## src/rtl/core/bda_pkg.sv

```systemverilog
`timescale 1ns / 1ps
`default_nettype none

package bda_pkg;

    localparam int unsigned PATTERN_W = 5;
    localparam int unsigned TICKS_W   = 16;
    localparam int unsigned KIND_W    = 2;
    localparam int unsigned CFG_IDX_W = 1;

    typedef logic [PATTERN_W-1:0] pattern_t;
    typedef logic [TICKS_W-1:0]   ticks_t;

    typedef enum logic [1:0] {
        PH_IDLE     = 2'd0,
        PH_DEBOUNCE = 2'd1,
        PH_HOLD     = 2'd2
    } phase_t;

    typedef enum logic [KIND_W-1:0] {
        EV_DOWN = 2'd0,
        EV_HELD = 2'd1,
        EV_UP   = 2'd2
    } event_kind_t;

    localparam logic [CFG_IDX_W-1:0] CFG_DEBOUNCE_TICKS = 1'd0;
    localparam logic [CFG_IDX_W-1:0] CFG_REPEAT_TICKS   = 1'd1;

    localparam ticks_t DEBOUNCE_RESET = 16'd300;
    localparam ticks_t REPEAT_RESET   = 16'd200;

    // a programmed delay of zero behaves as one tick
    function automatic ticks_t at_least_one(input ticks_t v);
        at_least_one = (v == '0) ? ticks_t'(1) : v;
    endfunction

endpackage

`default_nettype wire

```

## src/rtl/core/button_debounce_auto_repeat.sv

```systemverilog
`timescale 1ns / 1ps
`default_nettype none

// channel  | handshake            | payload
// ---------+----------------------+--------------------------------------
// in       | in_valid / in_ready  | buttons_sample[4:0]
// out      | out_valid/ out_ready | event_kind[1:0], button_pattern[4:0]
// cfg      | cfg_we (no wait)     | cfg_index[0], cfg_data[15:0]
//
// One tick is taken every cycle that in_valid and in_ready are both high; the
// phase, counter and event are worked out in the cycle of the transfer. Events
// are registered in a two-entry output queue, shown on out in order, so ticks
// keep flowing while an event waits; in_ready drops only when the queue is full.
// Reset (rst_n low, async) returns to idle with delays 300 and 200 ticks.

module button_debounce_auto_repeat
    import bda_pkg::*;
(
    input  wire logic                 clk,
    input  wire logic                 rst_n,
    input  wire logic                 in_valid,
    output logic                      in_ready,
    input  wire logic [PATTERN_W-1:0] buttons_sample,
    output logic                      out_valid,
    input  wire logic                 out_ready,
    output logic [KIND_W-1:0]         event_kind,
    output logic [PATTERN_W-1:0]      button_pattern,
    input  wire logic                 cfg_we,
    input  wire logic [CFG_IDX_W-1:0] cfg_index,
    input  wire logic [TICKS_W-1:0]   cfg_data
);

    ticks_t      debounce_reg;
    ticks_t      repeat_reg;
    phase_t      phase_reg, phase_next;
    pattern_t    captured_reg, captured_next;
    ticks_t      count_reg, count_next;
    logic        emit;
    event_kind_t emit_kind;

    event_kind_t q_kind_reg [2];
    pattern_t    q_pat_reg [2];
    logic        wr_ptr_reg, rd_ptr_reg;
    logic [1:0]  fill_reg, fill_next;
    logic        accept, push, pop;

    assign in_ready = (fill_reg != 2'd2);
    assign accept   = in_valid && in_ready;
    assign push     = accept && emit;
    assign pop      = out_valid && out_ready;

    always_ff @(posedge clk or negedge rst_n)
    begin
        if (!rst_n)
        begin
            debounce_reg <= DEBOUNCE_RESET;
            repeat_reg   <= REPEAT_RESET;
        end
        else if (cfg_we)
        begin
            case (cfg_index)
                CFG_DEBOUNCE_TICKS: debounce_reg <= cfg_data;
                CFG_REPEAT_TICKS:   repeat_reg   <= cfg_data;
                default: ;
            endcase
        end
    end

    always_comb
    begin
        phase_next    = phase_reg;
        captured_next = captured_reg;
        count_next    = count_reg;
        emit          = 1'b0;
        emit_kind     = EV_DOWN;
        if (accept)
        begin
            case (phase_reg)
                PH_DEBOUNCE, PH_HOLD:
                begin
                    if (count_reg > ticks_t'(1))
                    begin
                        count_next = count_reg - ticks_t'(1);
                    end
                    else if (buttons_sample == captured_reg)
                    begin
                        phase_next = PH_HOLD;
                        count_next = at_least_one(repeat_reg);
                        emit       = 1'b1;
                        emit_kind  = (phase_reg == PH_DEBOUNCE) ? EV_DOWN : EV_HELD;
                    end
                    else
                    begin
                        // a bounce during debounce is dropped silently
                        phase_next = PH_IDLE;
                        count_next = '0;
                        emit       = (phase_reg == PH_HOLD);
                        emit_kind  = EV_UP;
                    end
                end
                default:
                begin
                    phase_next = PH_IDLE;
                    if (buttons_sample != '0)
                    begin
                        captured_next = buttons_sample;
                        count_next    = at_least_one(debounce_reg);
                        phase_next    = PH_DEBOUNCE;
                    end
                end
            endcase
        end
    end

    always_ff @(posedge clk or negedge rst_n)
    begin
        if (!rst_n)
        begin
            phase_reg    <= PH_IDLE;
            captured_reg <= '0;
            count_reg    <= '0;
        end
        else
        begin
            phase_reg    <= phase_next;
            captured_reg <= captured_next;
            count_reg    <= count_next;
        end
    end

    always_comb
    begin
        fill_next = fill_reg;
        if (push && !pop)
        begin
            fill_next = fill_reg + 2'd1;
        end
        else if (pop && !push)
        begin
            fill_next = fill_reg - 2'd1;
        end
    end

    always_ff @(posedge clk or negedge rst_n)
    begin
        if (!rst_n)
        begin
            wr_ptr_reg <= 1'b0;
            rd_ptr_reg <= 1'b0;
            fill_reg   <= 2'd0;
        end
        else
        begin
            fill_reg <= fill_next;
            if (push)
            begin
                wr_ptr_reg <= ~wr_ptr_reg;
            end
            if (pop)
            begin
                rd_ptr_reg <= ~rd_ptr_reg;
            end
        end
    end

    always_ff @(posedge clk)
    begin
        if (push)
        begin
            q_kind_reg[wr_ptr_reg] <= emit_kind;
            q_pat_reg[wr_ptr_reg]  <= captured_reg;
        end
    end

    assign out_valid      = (fill_reg != 2'd0);
    assign event_kind     = q_kind_reg[rd_ptr_reg];
    assign button_pattern = q_pat_reg[rd_ptr_reg];

endmodule

`default_nettype wire
```

## config.mk

```make
export PLATFORM = sky130hd
export DESIGN_NAME = button_debounce_auto_repeat
export DESIGN_NICKNAME = d
export VERILOG_FILES = /design/src/rtl/core/bda_pkg.sv /design/src/rtl/core/button_debounce_auto_repeat.sv
export SDC_FILE = /design/constraint.sdc
export NUM_CORES = 1
export LEC_CHECK = 0
export ABC_AREA = 1
export BUFFER_PORTS_ARGS = -buffer_cell sky130_fd_sc_hd__clkbuf_2
export CAP_MARGIN = 20
export CORE_UTILIZATION = 55
export DETAILED_ROUTE_END_ITERATION = 6
export GPL_ROUTABILITY_DRIVEN = 0
export PLACE_DENSITY = 0.76
export SLEW_MARGIN = 20
export SYNTH_ARGS = -nofsm -noshare
export SYNTH_HDL_FRONTEND = slang
export SYNTH_SLANG_ARGS = --single-unit
```

## constraint.sdc

```tcl
create_clock -name clk -period 2.5 [get_ports clk]
set_input_delay 0.5 -clock clk [delete_from_list [all_inputs] [get_ports clk]]
set_output_delay 0.5 -clock clk [all_outputs]
set_load 0.01 [all_outputs]
```

* Word-level counts from Yosys, hierarchy flattened
Memory sizes are Yosys's and may differ from the RTL's.
Cells that the tools add are included.
** Word-level totals
- Register bits :: 59
- Memory bits (writable) :: 14
- Input bits :: 27
- Output and inout bits :: 9
- Word-level logic and storage cells :: 65
- Memories kept :: 2
** Memories
- q_pat_reg :: depth 2, bits a word 5, read ports 1, clocked after Yosys merged registers in 0, write ports 1, RTL line button_debounce_auto_repeat.sv:42 : pattern_t q_pat_reg [2];
- q_kind_reg :: depth 2, bits a word 2, read ports 1, clocked after Yosys merged registers in 0, write ports 1, RTL line button_debounce_auto_repeat.sv:41 : event_kind_t q_kind_reg [2];
** Cells by class
- $add $sub $neg :: 3
- Magnitude comparators :: 1
- Equality and inequality tests :: 5
- Mux-type cells :: 23
- Bitwise gates (word level) :: 4
- Reductions and logical operators :: 19
** Operator list (number)
- two-way mux 16 bit :: 6
- zero test 16 bit :: 2
- two-way mux 2 bit :: 9
- > comparator 16 x 1 -> 1 bit, second input constant :: 1
- subtractor 16 x 1 -> 16 bit, second input constant :: 1
- two-way mux 1 bit :: 8
- AND reduction 2 bit :: 4
- nonzero test 2 bit :: 3
- == test 5 bit :: 1
- logical AND 1 bit :: 5
- nonzero test 5 bit :: 1
- inequality test 2 bit, second input constant :: 2
- NOT 1 bit :: 4
- AND reduction 3 bit :: 1
- adder 2 x 1 -> 2 bit, second input constant :: 1
- == test 2 x 1 -> 1 bit, second input constant :: 1
- == test 2 bit, second input constant :: 1
- zero test 1 bit :: 2
- OR reduction 2 bit :: 1
- subtractor 2 x 1 -> 2 bit, second input constant :: 1

* Logic depth before layout (Yosys ltp)
Gate-level depths: netlist (run 1).
- Depth after elaboration :: 10
- Depth in mapped cells :: 13

* Least setup slack after synthesis (run 1)
No wires, ideal clock.
- Kind :: input -> register
- From :: in buttons_sample[3]
- To :: reg fill_reg[1]
- Setup time :: 131 ps
- Arrival :: 1963 ps
- Required time :: 2369 ps
- Path slack :: 406 ps
- Stages :: 12
- Buffers on the path :: 0
- Cells stage by stage :: inv_1 > nand2_1 > and2_1 > nand2_1 > nor2_4 > or2_2 > nand2_1 > inv_1 > ha_1 > a21oi_1 > o21ai_0 > xor2_1
** On the way
- Word-level cells in the longest chain between the ends :: 9
- Elaborated cells between the ends (all ways) :: 11
** RTL lines
- from (decl) :: RTL line button_debounce_auto_repeat.sv:23 : input wire logic [PATTERN_W-1:0] buttons_sample,
- == test 5 bit (*) :: RTL line button_debounce_auto_repeat.sv:85 : else if (buttons_sample == captured_reg)
- two-way mux 1 bit (*) :: RTL line button_debounce_auto_repeat.sv:85
- two-way mux 1 bit (*) :: RTL line button_debounce_auto_repeat.sv:81 : if (count_reg > ticks_t'(1))
- two-way mux 1 bit (*) :: RTL line button_debounce_auto_repeat.sv:78 : case (phase_reg)
- two-way mux 1 bit (*) :: RTL line button_debounce_auto_repeat.sv:76 : if (accept)
- logical AND 1 bit (*) :: RTL line button_debounce_auto_repeat.sv:49 : assign push = accept && emit;
- net push :: RTL line button_debounce_auto_repeat.sv:45 : logic accept, push, pop;
- zero test 1 bit :: RTL line button_debounce_auto_repeat.sv:138 : else if (pop && !push)
- logical AND 1 bit :: RTL line button_debounce_auto_repeat.sv:138
- nonzero test 2 bit (no source line)
- to (signal assigned) :: RTL line button_debounce_auto_repeat.sv:154 : fill_reg <= fill_next;
- to (decl) :: RTL line button_debounce_auto_repeat.sv:44 : logic [1:0] fill_reg, fill_next;
Mark *: on every way through the listed nets, which the timed path passes. The rest lies on a longest branch.
A chain may end at the register's enable or synchronous reset.

* Final worst setup path (run 1)
- From :: reg count_reg[0]
- To :: reg fill_reg[1]
** On the way
- Word-level cells in the longest chain between the ends :: 8
- Elaborated cells between the ends (all ways) :: 10
** RTL lines
- from (decl) :: RTL line button_debounce_auto_repeat.sv:37 : ticks_t count_reg, count_next;
- from (signal assigned) :: RTL line button_debounce_auto_repeat.sv:127 : count_reg <= count_next;
- > comparator 16 x 1 -> 1 bit (*) :: RTL line button_debounce_auto_repeat.sv:81
- two-way mux 1 bit (*) :: RTL line button_debounce_auto_repeat.sv:81
- two-way mux 1 bit (*) :: RTL line button_debounce_auto_repeat.sv:78
- two-way mux 1 bit (*) :: RTL line button_debounce_auto_repeat.sv:76
- logical AND 1 bit (*) :: RTL line button_debounce_auto_repeat.sv:49
- net push :: RTL line button_debounce_auto_repeat.sv:45
- zero test 1 bit :: RTL line button_debounce_auto_repeat.sv:138
- logical AND 1 bit :: RTL line button_debounce_auto_repeat.sv:138
- nonzero test 2 bit (no source line)
Marks and branches as above.

==> summary by stage, run 1 <==
Status
The run finished with clean final reports.

STA
The final hold violation count was 0. The final worst-path cycle share is 89.5%. For the finished layout, the period the worst path requires is 2.24 ns.

Setup repair after global routing left no endpoint under its margin. Based on the critical path, the design can be clocked at up to 447 MHz. The slew of the pin with the lowest slew margin is 0.856 ns.

Setup violations remaining at the end of the flow were counted as 0. The worst-case headroom to the max-slew limit is 42.8%. Summed over all failing endpoints, the final setup total negative slack is 0 ns. The largest clock skew in the final design is 0.00726 ns.

The total count of max-transition violations in the final report is 0.

CTS
Clock-pin slew was measured on the worst setup and hold paths at 0.08 ns. The cts-stage hold buffer count is 0. For the worst-skew pair, the clock arrives at the later sink with an insertion delay of 0.36 ns.

The maximum number of buffers from clock root to sink is 2. Clock tree synthesis inserted a total of 9 buffers. The H-tree depth is 3. The CTS tree is done. The cell at the root of the clock tree is clkbuf_8. The number of sinks handled by clock tree synthesis is 73.

Global routing
The initial antenna violation count came to 0. Entering global routing, the biggest net connects 33 pins. The met3 track demand over resource in global routing is 5.00%. For met1 alone, demand over resource in global routing was 35.6%. The fraction of met2 tracks used by global routing is 40.0%. The first global-routing pass estimated 14.6 mm of wire.

The number of global-route vias before repair was 3175. The total overflow left after global routing is 0. The global routing stage identified its most utilized layer as met2.

Global routing used 25.7% of the available tracks across all layers.

Worst setup path
The cell with the largest stage delay on the worst path is dfrtp_1. The stage delay of the slowest cell on the critical path is 0.42 ns. The critical path is of the register to register type. The arrival time at the worst endpoint is 2.48 ns. STA puts the critical path data required time at 2.75 ns. The signal on the critical path passes through inv_1 > ha_1 > o21ai_1 > nor2_1 > nand3_1 > nor3_2 > nand2_1 > inv_1 > ha_1 > a21oi_1 > o21ai_0 > xor2_1. In this run the worst path has a maximum fanout of 5.

The count of buffer and inverter cells on the critical path is 2. The cell family with the largest share of critical-path delay is simple AND/OR/NAND/NOR gates. The worst setup path is launched from a register. STA classifies the critical path endpoint as a register.

Placed design
The number of buffers added on ports is 35. The half-perimeter wire length after detailed placement is 6.01 mm.

Cells and area
The layout-stage area growth over the synthesis result is 13.5%. The filler cells instantiated in the layout total 585. At the end of the flow, the number of nets in the layout was 573.

Cells fill 64.7% of the core in the end. The fraction of final layout cells with drive strength greater than 1 is 16.1%. The total inserted antenna cells is 0.

Floorplanning
The floorplan step defined a die boundary enclosing 7380 µm². The vertical die dimension is 85.9 µm. The row count is 30. For this configuration, the core starts out at a cell density of 57.0%. During I/O placement, the number of pins put on the boundary was 36. The region available for standard cell placement spans 6790 µm². In this run the horizontal extent of the chip is 85.9 µm.

Route
In the final routed layout, each cell accounts on average for 13.3 µm. The post-detailed-route DRC marker count is 0. The detailed router finished its first iteration with 214 violations. The average via count per standard cell is 5.25.

Across all layers, the routed design uses 3371 vias. The routed design has 8.54 mm of wire. The pre-antenna-repair detailed-routing pass consisted of 5 iterations. The detail route stage leaves a number of antenna-violating nets equal to 0.

Synthesis
The sequential area share after synthesis is 49.2%. The post-synthesis register bit count is 73. The post-synthesis cell type with the largest combined area is dfrtp_1. The async set or reset register ratio after synthesis is 80.8%. The synthesized area is 3870 µm². The area share of the largest cell type after synthesis is 33.6%. The instance count of the mapped netlist is 503. The number of synthesized flops with an enable pin is 14. The commonest cells after synthesis are 162 x nand2_1, 52 x dfrtp_1, 51 x nor2_1. The number of warnings printed during yosys synthesis is 0.

Among all cell types in the netlist, the one instantiated most often is nand2_1. The prevailing post-synth register cell is dfrtp_1. By area the synthesized netlist is led by dfrtp_1 34%, nand2_1 16%, edfxtp_1 11%. The post-synth net total is 535. In this run the mean area of a mapped cell was 7.69 µm².

The count of distinct cell types in the synthesized netlist is 31.

Hold path
The path category of the worst min-delay check is input pin to async pin.

Power
The reported leakage power is 2.15 nW. The peak ir drop on the vdd network is 0.500 mV. In this run the power density over the cells is 1020 nW/µm².

Run
Max-cap violations in this run came to 0.
## through the flow
stage | power (mW) | setup slack, ns | cell area [µm²] | cells | hold slack, ns
floorplan | 2.95 | 0.406 | 3870 | 503 | 0.204
CTS | 4.49 | 0.281 | 4390 | 642 | 0.135
finish | 4.50 | 0.263 | 4390 | 642 | 0.114
global route | 4.83 | 0.0411 | 4390 | 642 | 0.152
global placement | 3.33 | 0.253 | 4150 | 626 | 0.485
detailed placement | 3.39 | 0.204 | 4150 | 626 | 0.497
## logic make-up after synthesis
group,after synthesis,synth area share [%]
and+or+nand+nor,276,30.4
AOI/OAI and AO/OA,73,9.51
DFF,73,49.2
buffers and inverters,65,6.72
xor gates and xnor gates,11,2.49
adders and majority gates,5,1.62
## path summary, 6_finish.rpt
check                                          startpoint                           to  slack, ns  cells after the start
worst max-delay path             count_reg[0]$_DFFE_PN0P_      fill_reg[1]$_DFFE_PN0P_       0.26                     12
worst min-delay path                                rst_n     phase_reg[1]$_DFFE_PN0P_       0.11                      1
max in group asynchronous                           rst_n  debounce_reg[5]$_DFFE_PN1P_       1.63                      2
min in group clk                              cfg_data[8]  debounce_reg[8]$_DFFE_PN1P_       0.35                      3
worst min register to register  repeat_reg[7]$_DFFE_PN1P_    repeat_reg[7]$_DFFE_PN1P_       0.51                      2
worst max register to register   count_reg[0]$_DFFE_PN0P_      fill_reg[1]$_DFFE_PN0P_       0.26                     12
## what timing repair did
item,CTS,global route
gates resized for setup,0,1
endpoints found under the setup margin,0,1
buffers inserted,0,0
## worst register-to-register path, cell delays in order, from the launching register on
cell	delay, ns
dfrtp_1	0.42
inv_1	0.14
ha_1	0.23
o21ai_1	0.09
nor2_1	0.09
nand3_1	0.12
nor3_2	0.19
nand2_1	0.14
inv_1	0.08
ha_1	0.25
a21oi_1	0.12
o21ai_0	0.11
xor2_1	0.15
## cells in the final DEF (no fill, tap or decap), types with 2 or more instances in the layout
master / count
inv_1: 45
nand2_1: 162
inv_2: 3
nor3_1: 2
nand3b_1: 3
nand3_1: 29
edfxtp_1: 14
nor2_2: 8
or2_2: 2
clkinv_4: 2
nand2_2: 5
nand4_1: 4
ha_1: 5
o21ai_0: 39
dfrtp_1: 52
xnor2_1: 4
nor2_1: 51
bufinv_16: 2
nor4_1: 4
xor2_1: 7
nor2_4: 3
clkbuf_8: 9
clkbuf_2: 35
dfstp_2: 7
buf_4: 8
a21oi_1: 32
## routing by layer
metal / part of all wire (%) / up-vias / wire length, µm
met2: 46 / 102 / 3940
met4: 2.0 / 0 / 168
met3: 5.5 / 15 / 472
met5: 0 / - / 0
li1: - / 1678 / -
met1: 46 / 1576 / 3960
## where the power goes
part / switching (mW) / leakage (nW) / internal, mW
clock: 0.475 / 0.119 / 0.630
sequential: 0.358 / 0.815 / 1.52
combinational: 0.946 / 1.21 / 0.576
## final cells by class
type,instances,area (µm²),share of cell area (%)
sequential,73,1910,43.4
multi-input combinational,365,1710,38.9
timing repair buffer,43,235,5.35
inverter,49,184,4.19
clock buffer,11,153,3.47
tap,96,120,2.73
clock inverter,5,86.3,1.97
No activity file was read; power rests on OpenSTA's default activity.
==> run 2: changes to the inputs <==
--- a/config.mk
+++ b/config.mk
@@ -6,12 +6,13 @@
 export NUM_CORES = 1
 export LEC_CHECK = 0
 export ABC_AREA = 1
-export BUFFER_PORTS_ARGS = -buffer_cell sky130_fd_sc_hd__clkbuf_2
 export CAP_MARGIN = 20
+export CORE_MARGIN = 2
 export CORE_UTILIZATION = 55
 export DETAILED_ROUTE_END_ITERATION = 6
+export DONT_BUFFER_PORTS = 1
 export GPL_ROUTABILITY_DRIVEN = 0
-export PLACE_DENSITY = 0.76
+export PLACE_DENSITY = 0.71
 export SLEW_MARGIN = 20
 export SYNTH_ARGS = -nofsm -noshare
 export SYNTH_HDL_FRONTEND = slang
==> run 2 against run 1 <==
Effect of this change:
- the flow now finishes with violations (negative hold slack)
- hold slack got worse by 0.12 ns
- first-iteration DRC count decreased by 2.3%
- worst setup slack improved by 0.060 ns
- count of clock-buffer cells in the layout increased by 2
- global-route usage decreased by 1.7 points
- highest routed layer unchanged
- register-to-register slack improved by 0.06 ns
- cell area decreased by 4.7%
- clock power decreased by 19%
- sequential share of layout area increased by 2.2 points
- die area increased by 4.7%
==> summary by stage, run 2 (synthesis results as in run 1) <==
STA
The final hold violation count is 1. The slew of the pin with the lowest slew margin is 0.895 ns. Of the available clock period, the critical path in the final layout requires 87.1%. The smallest clock period supported by the final layout is computed as 2.18 ns. Across the routed clock network, the largest skew measured is 0.00977 ns. Setup repair after global routing left no endpoint under its margin. Summed over all failing endpoints, the final setup total negative slack is 0 ns. Once routing completed, OpenROAD measured the worst setup slack at 0.323 ns. Static timing analysis puts the maximum clock frequency at 459 MHz. Hold timing on the final database bottoms out at a slack of -0.00143 ns. The total count of max-transition violations in the final report is 0.

The final number of setup-violating endpoints is 0. The worst-case headroom to the max-slew limit is 40.2%.

Cells and area
Of the cells placed in the final design, the portion with a size suffix greater than 1 is 10.0%. The post-route standard cell area excluding fillers is 4190 µm². The register area is 1910 µm². The layout-stage area growth over the synthesis result is 8.15%. For this run, the post-layout net count is 536. The library cell used most frequently in the layout, excluding fill and tap cells, is nand2_1. The layout has 604 filler cells.

0 antenna diodes ended up in the layout. The final standard cell count with taps included and fillers excluded is 605. Summing all multi-input logic gate instances after layout gives 1710 µm². The top cell types in the final layout, fill and taps aside, are 162 x nand2_1, 52 x dfrtp_1, 51 x nor2_1.

Floorplanning
Measured along the y axis, the die boundary spans 87.9 µm. The horizontal extent of the die is 87.9 µm. The starting density of the core is 57.0%. The count of pins on the block boundary is 36.

The die covers 7720 µm². The area of the core is 6790 µm². The row count is 30.

Worst setup path
The minimum setup slack among reg-to-reg paths is 0.32 ns. The endpoint of the most critical register-to-register path is fill_reg[1]$_DFFE_PN0P_. The sort of element at the end of the critical path is a register.

Counting cells, the worst reg-to-reg path comes to 12. The worst setup path is launched from a register. The arrival time at the worst endpoint is 2.40 ns. The startpoint of the most critical register-to-register path is count_reg[0]$_DFFE_PN0P_. By startpoint and endpoint, the worst setup path is classified as register to register. The critical path required time is 2.72 ns. The worst-path maximum fanout is 5.

Run
The number of maximum-capacitance constraint violations is 0.

Placed design
The number of buffers added on ports is 0. The instance area at placement is 3950 µm². The HPWL after detailed placement is 5.93 mm.

OpenSTA, run right after detailed placement, puts the worst setup slack at 0.257 ns. Counting tap cells, the placed design contains a total of 588 instances.

Status
The run finished, with violations left. The checks that failed: negative hold slack.

Route
The first detailed-routing pass took 5 iterations. After the first detailed-routing iteration, the DRC count stood at 209. In the final routed layout, each cell accounts on average for 13.8 µm. In this run the remaining antenna-violating nets after routing total 0.

The average via count per standard cell is 5.24. Summed over all layers, the routed wires come to 8.34 mm. The via count of the routed design is 3168.

For this run, design rule violations remaining after detail routing come to 0.

Global routing
The initial antenna violation count is 0. The number of global-route vias before repair is 2979. The pin count of the biggest net entering global routing is 60. The global route total overflow is 0.

Global routing used 24.0% of the available tracks. The first-pass GRT wire length is 14.1 mm.

Power
The total power per unit cell area is 1000 nW/µm². The reported leakage power is 1.98 nW. The peak ir drop on the vdd network is 0.464 mV.

CTS
The tree is rooted in a clkbuf_8. For the worst-skew pair, the clock arrives at the later sink with an insertion delay of 0.34 ns. Clock-pin slew was measured on the worst setup and hold paths at 0.07 ns.

The buffers inserted during post-CTS setup optimization is 0. The H-tree depth is 3. The maximum number of buffers from clock root to sink is 2.

Counting the buffers created by CTS gives 9. The clock net in this run drives a total of 73 sinks. The CTS tree is done.

Hold path
The path category of the worst min-delay check is input pin to async pin.
[run 2: changes by cell type in the layout (fill, tap and decap cells not counted), sizes merged]
cell,delta
inv,-1
bufinv,-2
clkinvlp,+1
clkbuf,-33
buf,-2
[run 2: where the power goes]
| part | leakage (nW) | switching [mW] | internal (mW) |
|---|---|---|---|
| combinational | 1.06 | 0.919 | 0.515 |
| sequential | 0.815 | 0.355 | 1.52 |
| clock | 0.101 | 0.416 | 0.476 |
| total | 1.98 | 1.69 | 2.51 |
[run 2: repair_timing]
item | 4_1_cts | 5_1_grt
endpoints found under the setup margin | 0 | 1
endpoints found under the hold margin | 59 | 0
resized for setup | 0 | 1
hold buffers | 1 | 0
[run 2: through the flow]
step | total power [mW] | util (%)
2_1_floorplan | 2.95 | -
3_3_place_gp | 3.23 | 58.2
3_5_place_dp | 3.28 | 58.2
4_1_cts | 4.22 | 61.5
5_1_grt | 4.54 | 61.6
6_report | 4.20 | 61.6
[run 2: worst max-delay path: stages (launching register included)]
cell	delay, ns
dfrtp_1	0.41
inv_1	0.16
ha_1	0.24
o21ai_1	0.09
nor2_1	0.09
nand3_1	0.10
nor3_2	0.15
nand2_1	0.13
inv_1	0.08
ha_1	0.25
a21oi_1	0.12
o21ai_0	0.11
xor2_1	0.15
[run 2: routing by layer]
layer / up-vias / track usage (%) / routed length [µm]
li1: 1599 / - / -
met1: 1463 / 36.5 / 4250
met2: 89 / 33.1 / 3490
met3: 17 / 5.47 / 426
met4: 0 / 9.65 / 172
met5: - / 0 / 0
[run 2: worst max path at each step]
stage               slack [ns]                 endpoint                      from  cells past startpoint
floorplan                 0.41  fill_reg[1]$_DFFE_PN0P_         buttons_sample[3]                     12
global placement          0.36  fill_reg[1]$_DFFE_PN0P_         buttons_sample[3]                     12
detailed placement        0.26  fill_reg[1]$_DFFE_PN0P_  count_reg[0]$_DFFE_PN0P_                     12
CTS                       0.25  fill_reg[1]$_DFFE_PN0P_  count_reg[0]$_DFFE_PN0P_                     12
global route              0.07  fill_reg[1]$_DFFE_PN0P_  count_reg[0]$_DFFE_PN0P_                     12
finish                    0.32  fill_reg[1]$_DFFE_PN0P_  count_reg[0]$_DFFE_PN0P_                     12
[run 2: layout make-up]
cell class / count / share of cell area, %
multi-input cells: 365 / 40.8
well taps: 96 / 2.87
inverters: 49 / 4.39
flip-flops and latches: 73 / 45.5
clock inverters: 3 / 0.508
repair buffers: 6 / 1.55
clock buffers: 13 / 4.30
==> run 3: changes to the inputs <==
--- a/config.mk
+++ b/config.mk
@@ -5,7 +5,6 @@
 export SDC_FILE = /design/constraint.sdc
 export NUM_CORES = 1
 export LEC_CHECK = 0
-export ABC_AREA = 1
 export CAP_MARGIN = 20
 export CORE_MARGIN = 2
 export CORE_UTILIZATION = 55
==> run 3 against run 2 <==
Effect of this change:
- the flow now finishes without violations
- die area shrank 5.2%
- fmax decreased by 6.3%
- clock power up 32%
- sequential power up 4%
- sequential share of layout area grew 1.9 points
- hold slack improved by 0.0084 ns
- combinational power is essentially flat
- synthesized area fell by 5.4%
- core utilization increased by 1.4 points
- register-to-register slack got worse by 0.15 ns
- largest power group unchanged
==> summary by stage, run 3 <==
Cells and area
Compared with the post-synthesis result, the final layout area differs by 9.88%. The final-stage net count is 344. The total inserted antenna cells is 0. The library cell used most frequently in the layout, excluding fill and tap cells, is dfrtp_1.

After filler insertion, the fill cell instance count of the layout stands at 510. With fillers left out, the area of the finished cells amounts to 4020 µm². In the layout the commonest cells are 51 x dfrtp_1, 39 x mux2_2, 21 x nand2_1. The post-route netlist has 26.5% of its cells at a drive strength greater than 1.

CTS
The clock transition at the register clock pins on the worst setup and hold paths after CTS is 0.08 ns. The clock drives 73 sinks. The latest clock arrival within the worst-skew pair is 0.34 ns.

The clock passes through at most 2 buffers. TritonCTS built the clock tree. The buffers inserted during post-CTS setup optimization is 0. The number of clock buffers added by TritonCTS is 9. The tree is rooted in a clkbuf_8. The H-tree generated during clock tree synthesis spans 3 levels.

Power
Sequential cells burn 42.8% of the power. The switching share of power is 35.3%. The total power per unit cell area is 1130 nW/µm². The clock network fraction of total power is 25.9%. Summing internal, switching and leakage power gives 4.55 mW. For this design the total switching power over the nets is 1.61 mW.

VDD sags by at most 0.604 mV. The internal portion of total power is 2.94 mW. Combinational logic burns 31.3% of the power. The reported leakage power is 1.60 nW.

STA
Based on the critical path, the design can be clocked at up to 431 MHz. The slew of the pin with the lowest slew margin is 0.742 ns. The final critical path takes up 92.9% of the cycle.

Setup violations remaining at the end of the flow were counted as 0. Headroom to the max-slew limit came out at 50.4%. The final hold violation count is 0. The worst hold margin is 0.00701 ns. The total count of max-transition violations in the final report is 0. After routing, the total negative slack on setup checks comes to 0 ns. The worst path in the final design needs a cycle of 2.32 ns, including I/O delays and setup. The largest clock skew in the final design is 0.00688 ns. Setup repair after global routing left no endpoint under its margin.

Run
The number of maximum-capacitance constraint violations is 0.

Worst setup path
STA classifies the critical path startpoint as a register. In this run the worst setup path begins at count_reg[1]$_DFFE_PN0P_. The cell family with the largest share of critical-path delay is simple AND/OR/NAND/NOR gates. The startpoint of the most critical register-to-register path is count_reg[1]$_DFFE_PN0P_. STA puts the critical path data required time at 2.76 ns. For the worst setup path, the data arrival time is 2.59 ns. The type of the worst setup path is register to register.

The minimum setup slack among reg-to-reg paths is 0.18 ns. The worst-path maximum fanout is 5. The slowest stage of the critical path is the dfrtp_1 cell. The critical path goes through inv_1 > ha_1 > o21ba_2 > and3_1 > and2_2 > o211a_1 > ha_1 > xor2_1 > nor2_1 > xor2_1.

The critical path runs through a total of 10 cells. The stage delay of the slowest cell on the critical path is 0.45 ns. The sort of element at the end of the critical path is a register. The number of buffers and inverters on the critical path is 1.

Following the worst setup path forward leads to its endpoint at fill_reg[1]$_DFFE_PN0P_. The endpoint of the most critical register-to-register path is fill_reg[1]$_DFFE_PN0P_. The depth of the worst register-to-register path is 10.

Synthesis
The post-synthesis cell type with the largest combined area is dfrtp_1. Sequential elements use 52.1% of the synthesized area. The post-synth net total is 338. After synthesis, the most frequently instantiated cells are 52 x dfrtp_1, 39 x mux2_2, 21 x nand2_1.

The post-synthesis register bit count is 73. Counting flops with a built-in enable in the synthesized netlist gives 14. In the synthesized netlist the dominant register cell turns out to be dfrtp_1. Of all flip-flops after synthesis, the portion carrying an async set or reset was 80.8%.

Synthesis handed over a netlist of 306 instances. The synthesized area is 3660 µm². The number of different library cells used by synthesis comes to 49. The most common cell in the synthesized netlist is dfrtp_1. Yosys printed 0 warnings. The mean instance size in the synthesized netlist is 12.0 µm². In this run the biggest area consumer among cell types represents 35.5% of the synthesized area. Sorting the synthesized cells by area gives the leading types as dfrtp_1 36%, mux2_2 12%, edfxtp_1 11%.

Route
After detailed routing, the number of remaining DRC violations is 0. For this block, the initial DRC count from the detailed router was 159. The pre-antenna-repair detailed-routing pass consisted of 4 iterations. The average routed wire per standard cell is 19.5 µm. Dividing the detail-routed via count by the number of cells gives 6.31. For this block, the routed nets add up to 7.68 mm of wire. The via count of the routed design is 2487. In this run the remaining antenna-violating nets after routing total 0.

Global routing
The global route total overflow is 0. The fraction of met2 tracks used by global routing is 37.3%. The first global-routing pass estimated 12.7 mm of wire. The met3 track demand over resource in global routing is 4.81%. After global routing, the most crowded layer is met2. The pin count of the biggest net entering global routing is 60. For met1 alone, demand over resource in global routing was 28.8%. The initial antenna violation count is 0.

Global routing used 22.4% of the available tracks. The number of global-route vias before repair is 2550.

Placed design
Detailed placement ended at an HPWL of 5.40 mm. Once placement finished, the instance area stood at 3740 µm². The number of buffers added on ports is 0.

Floorplanning
For this configuration, the core starts out at a cell density of 57.3%. The horizontal extent of the die is 85.6 µm. For this design the top-level I/O count stands at 36. The region available for standard cell placement spans 6390 µm².

The vertical die dimension is 85.6 µm. The row count is 29. The die covers 7320 µm².

Status
The run finished with clean final reports.

Hold path
The worst hold path belongs to the class input pin to async pin.
[run 3: cell types whose count changed in the layout (fill, tap and decap cells not counted), moves of 12 or more]
| cell | before | now |
|---|---|---|
| a22oi_1 | 0 | 12 |
| mux2_2 | 0 | 39 |
| o21ai_0 | 39 | 3 |
| nand3_1 | 29 | 15 |
| inv_1 | 45 | 6 |
| nand4_1 | 4 | 16 |
| a21oi_1 | 32 | 8 |
| nand2_1 | 162 | 21 |
| nor2_1 | 51 | 6 |
[run 3: per-layer routing]
layer	vias up	routed length, µm	share of wire, %
met3	15	472	6.1
met2	86	3810	50
met1	1233	3280	43
met4	0	120	1.6
li1	1153	-	-
met5	-	0	0
[run 3: logic make-up after synthesis]
logic type	after synthesis	synth area share, %
adders and majority gates	5	1.71
buffers and inverters	21	3.01
and+or+nand+nor	97	16.2
AOI/OAI and AO/OA	46	8.95
xor gates and xnor gates	22	5.26
DFF	73	52.1
muxes	42	12.8
[run 3: layout make-up]
cell class              instances  area (µm²)  share of cell area (%)
clock inverters                 7         133                    3.30
well taps                      77        96.3                    2.40
flip-flops and latches         73        1910                    47.4
clock buffers                   9         124                    3.08
inverters                       6        22.5                   0.560
multi-input cells             212        1650                    40.9
repair buffers                 10        95.1                    2.36
[run 3: worst min path at each step]
stage,from,endpoint,slack (ns)
2_1_floorplan,rst_n,captured_reg[0]$_DFFE_PN0P_,0.20
6_report,rst_n,fill_reg[0]$_DFFE_PN0P_,0.007
4_1_cts,rst_n,fill_reg[0]$_DFFE_PN0P_,0.02
5_1_grt,rst_n,fill_reg[0]$_DFFE_PN0P_,0.03
3_3_place_gp,rst_n,fill_reg[1]$_DFFE_PN0P_,0.21
3_5_place_dp,rst_n,fill_reg[0]$_DFFE_PN0P_,0.21
[run 3: repair_timing]
action / CTS / global route
hold endpoints to repair: 59 / 0
hold buffers: 1 / 0
resized for setup: 0 / 1
endpoints found under the setup margin: 0 / 1
[run 3: power groups by stage]
stage               sequential, mW  combinational, mW  clock, mW
floorplan                     1.82               1.16          0
global route                  2.00               1.57       1.25
detailed placement            1.96               1.38          0
CTS                           1.94               1.42       1.20
finish                        1.95               1.42       1.18
global placement              1.94               1.35          0
[run 3: worst register-to-register path, delay by kind of cell, from the launching register on]
family,cells,cell delay [ns]
buf+inv,1,0.12
simple gates,3,0.52
fa+ha+maj,2,0.48
xor+xnor,2,0.28
compound gates,2,0.40
flops,1,0.45
[run 3: stage by stage]
| stage | util (%) | setup WS, ns | std cells |
|---|---|---|---|
| final | 63.0 | 0.178 | 394 |
| after global routing | 63.0 | 0.00544 | 394 |
| after CTS | 63.0 | 0.159 | 394 |
| after detailed placement | 58.5 | 0.185 | 377 |
| after global placement | 58.5 | 0.259 | 377 |
| after floorplan | - | 0.320 | 306 |
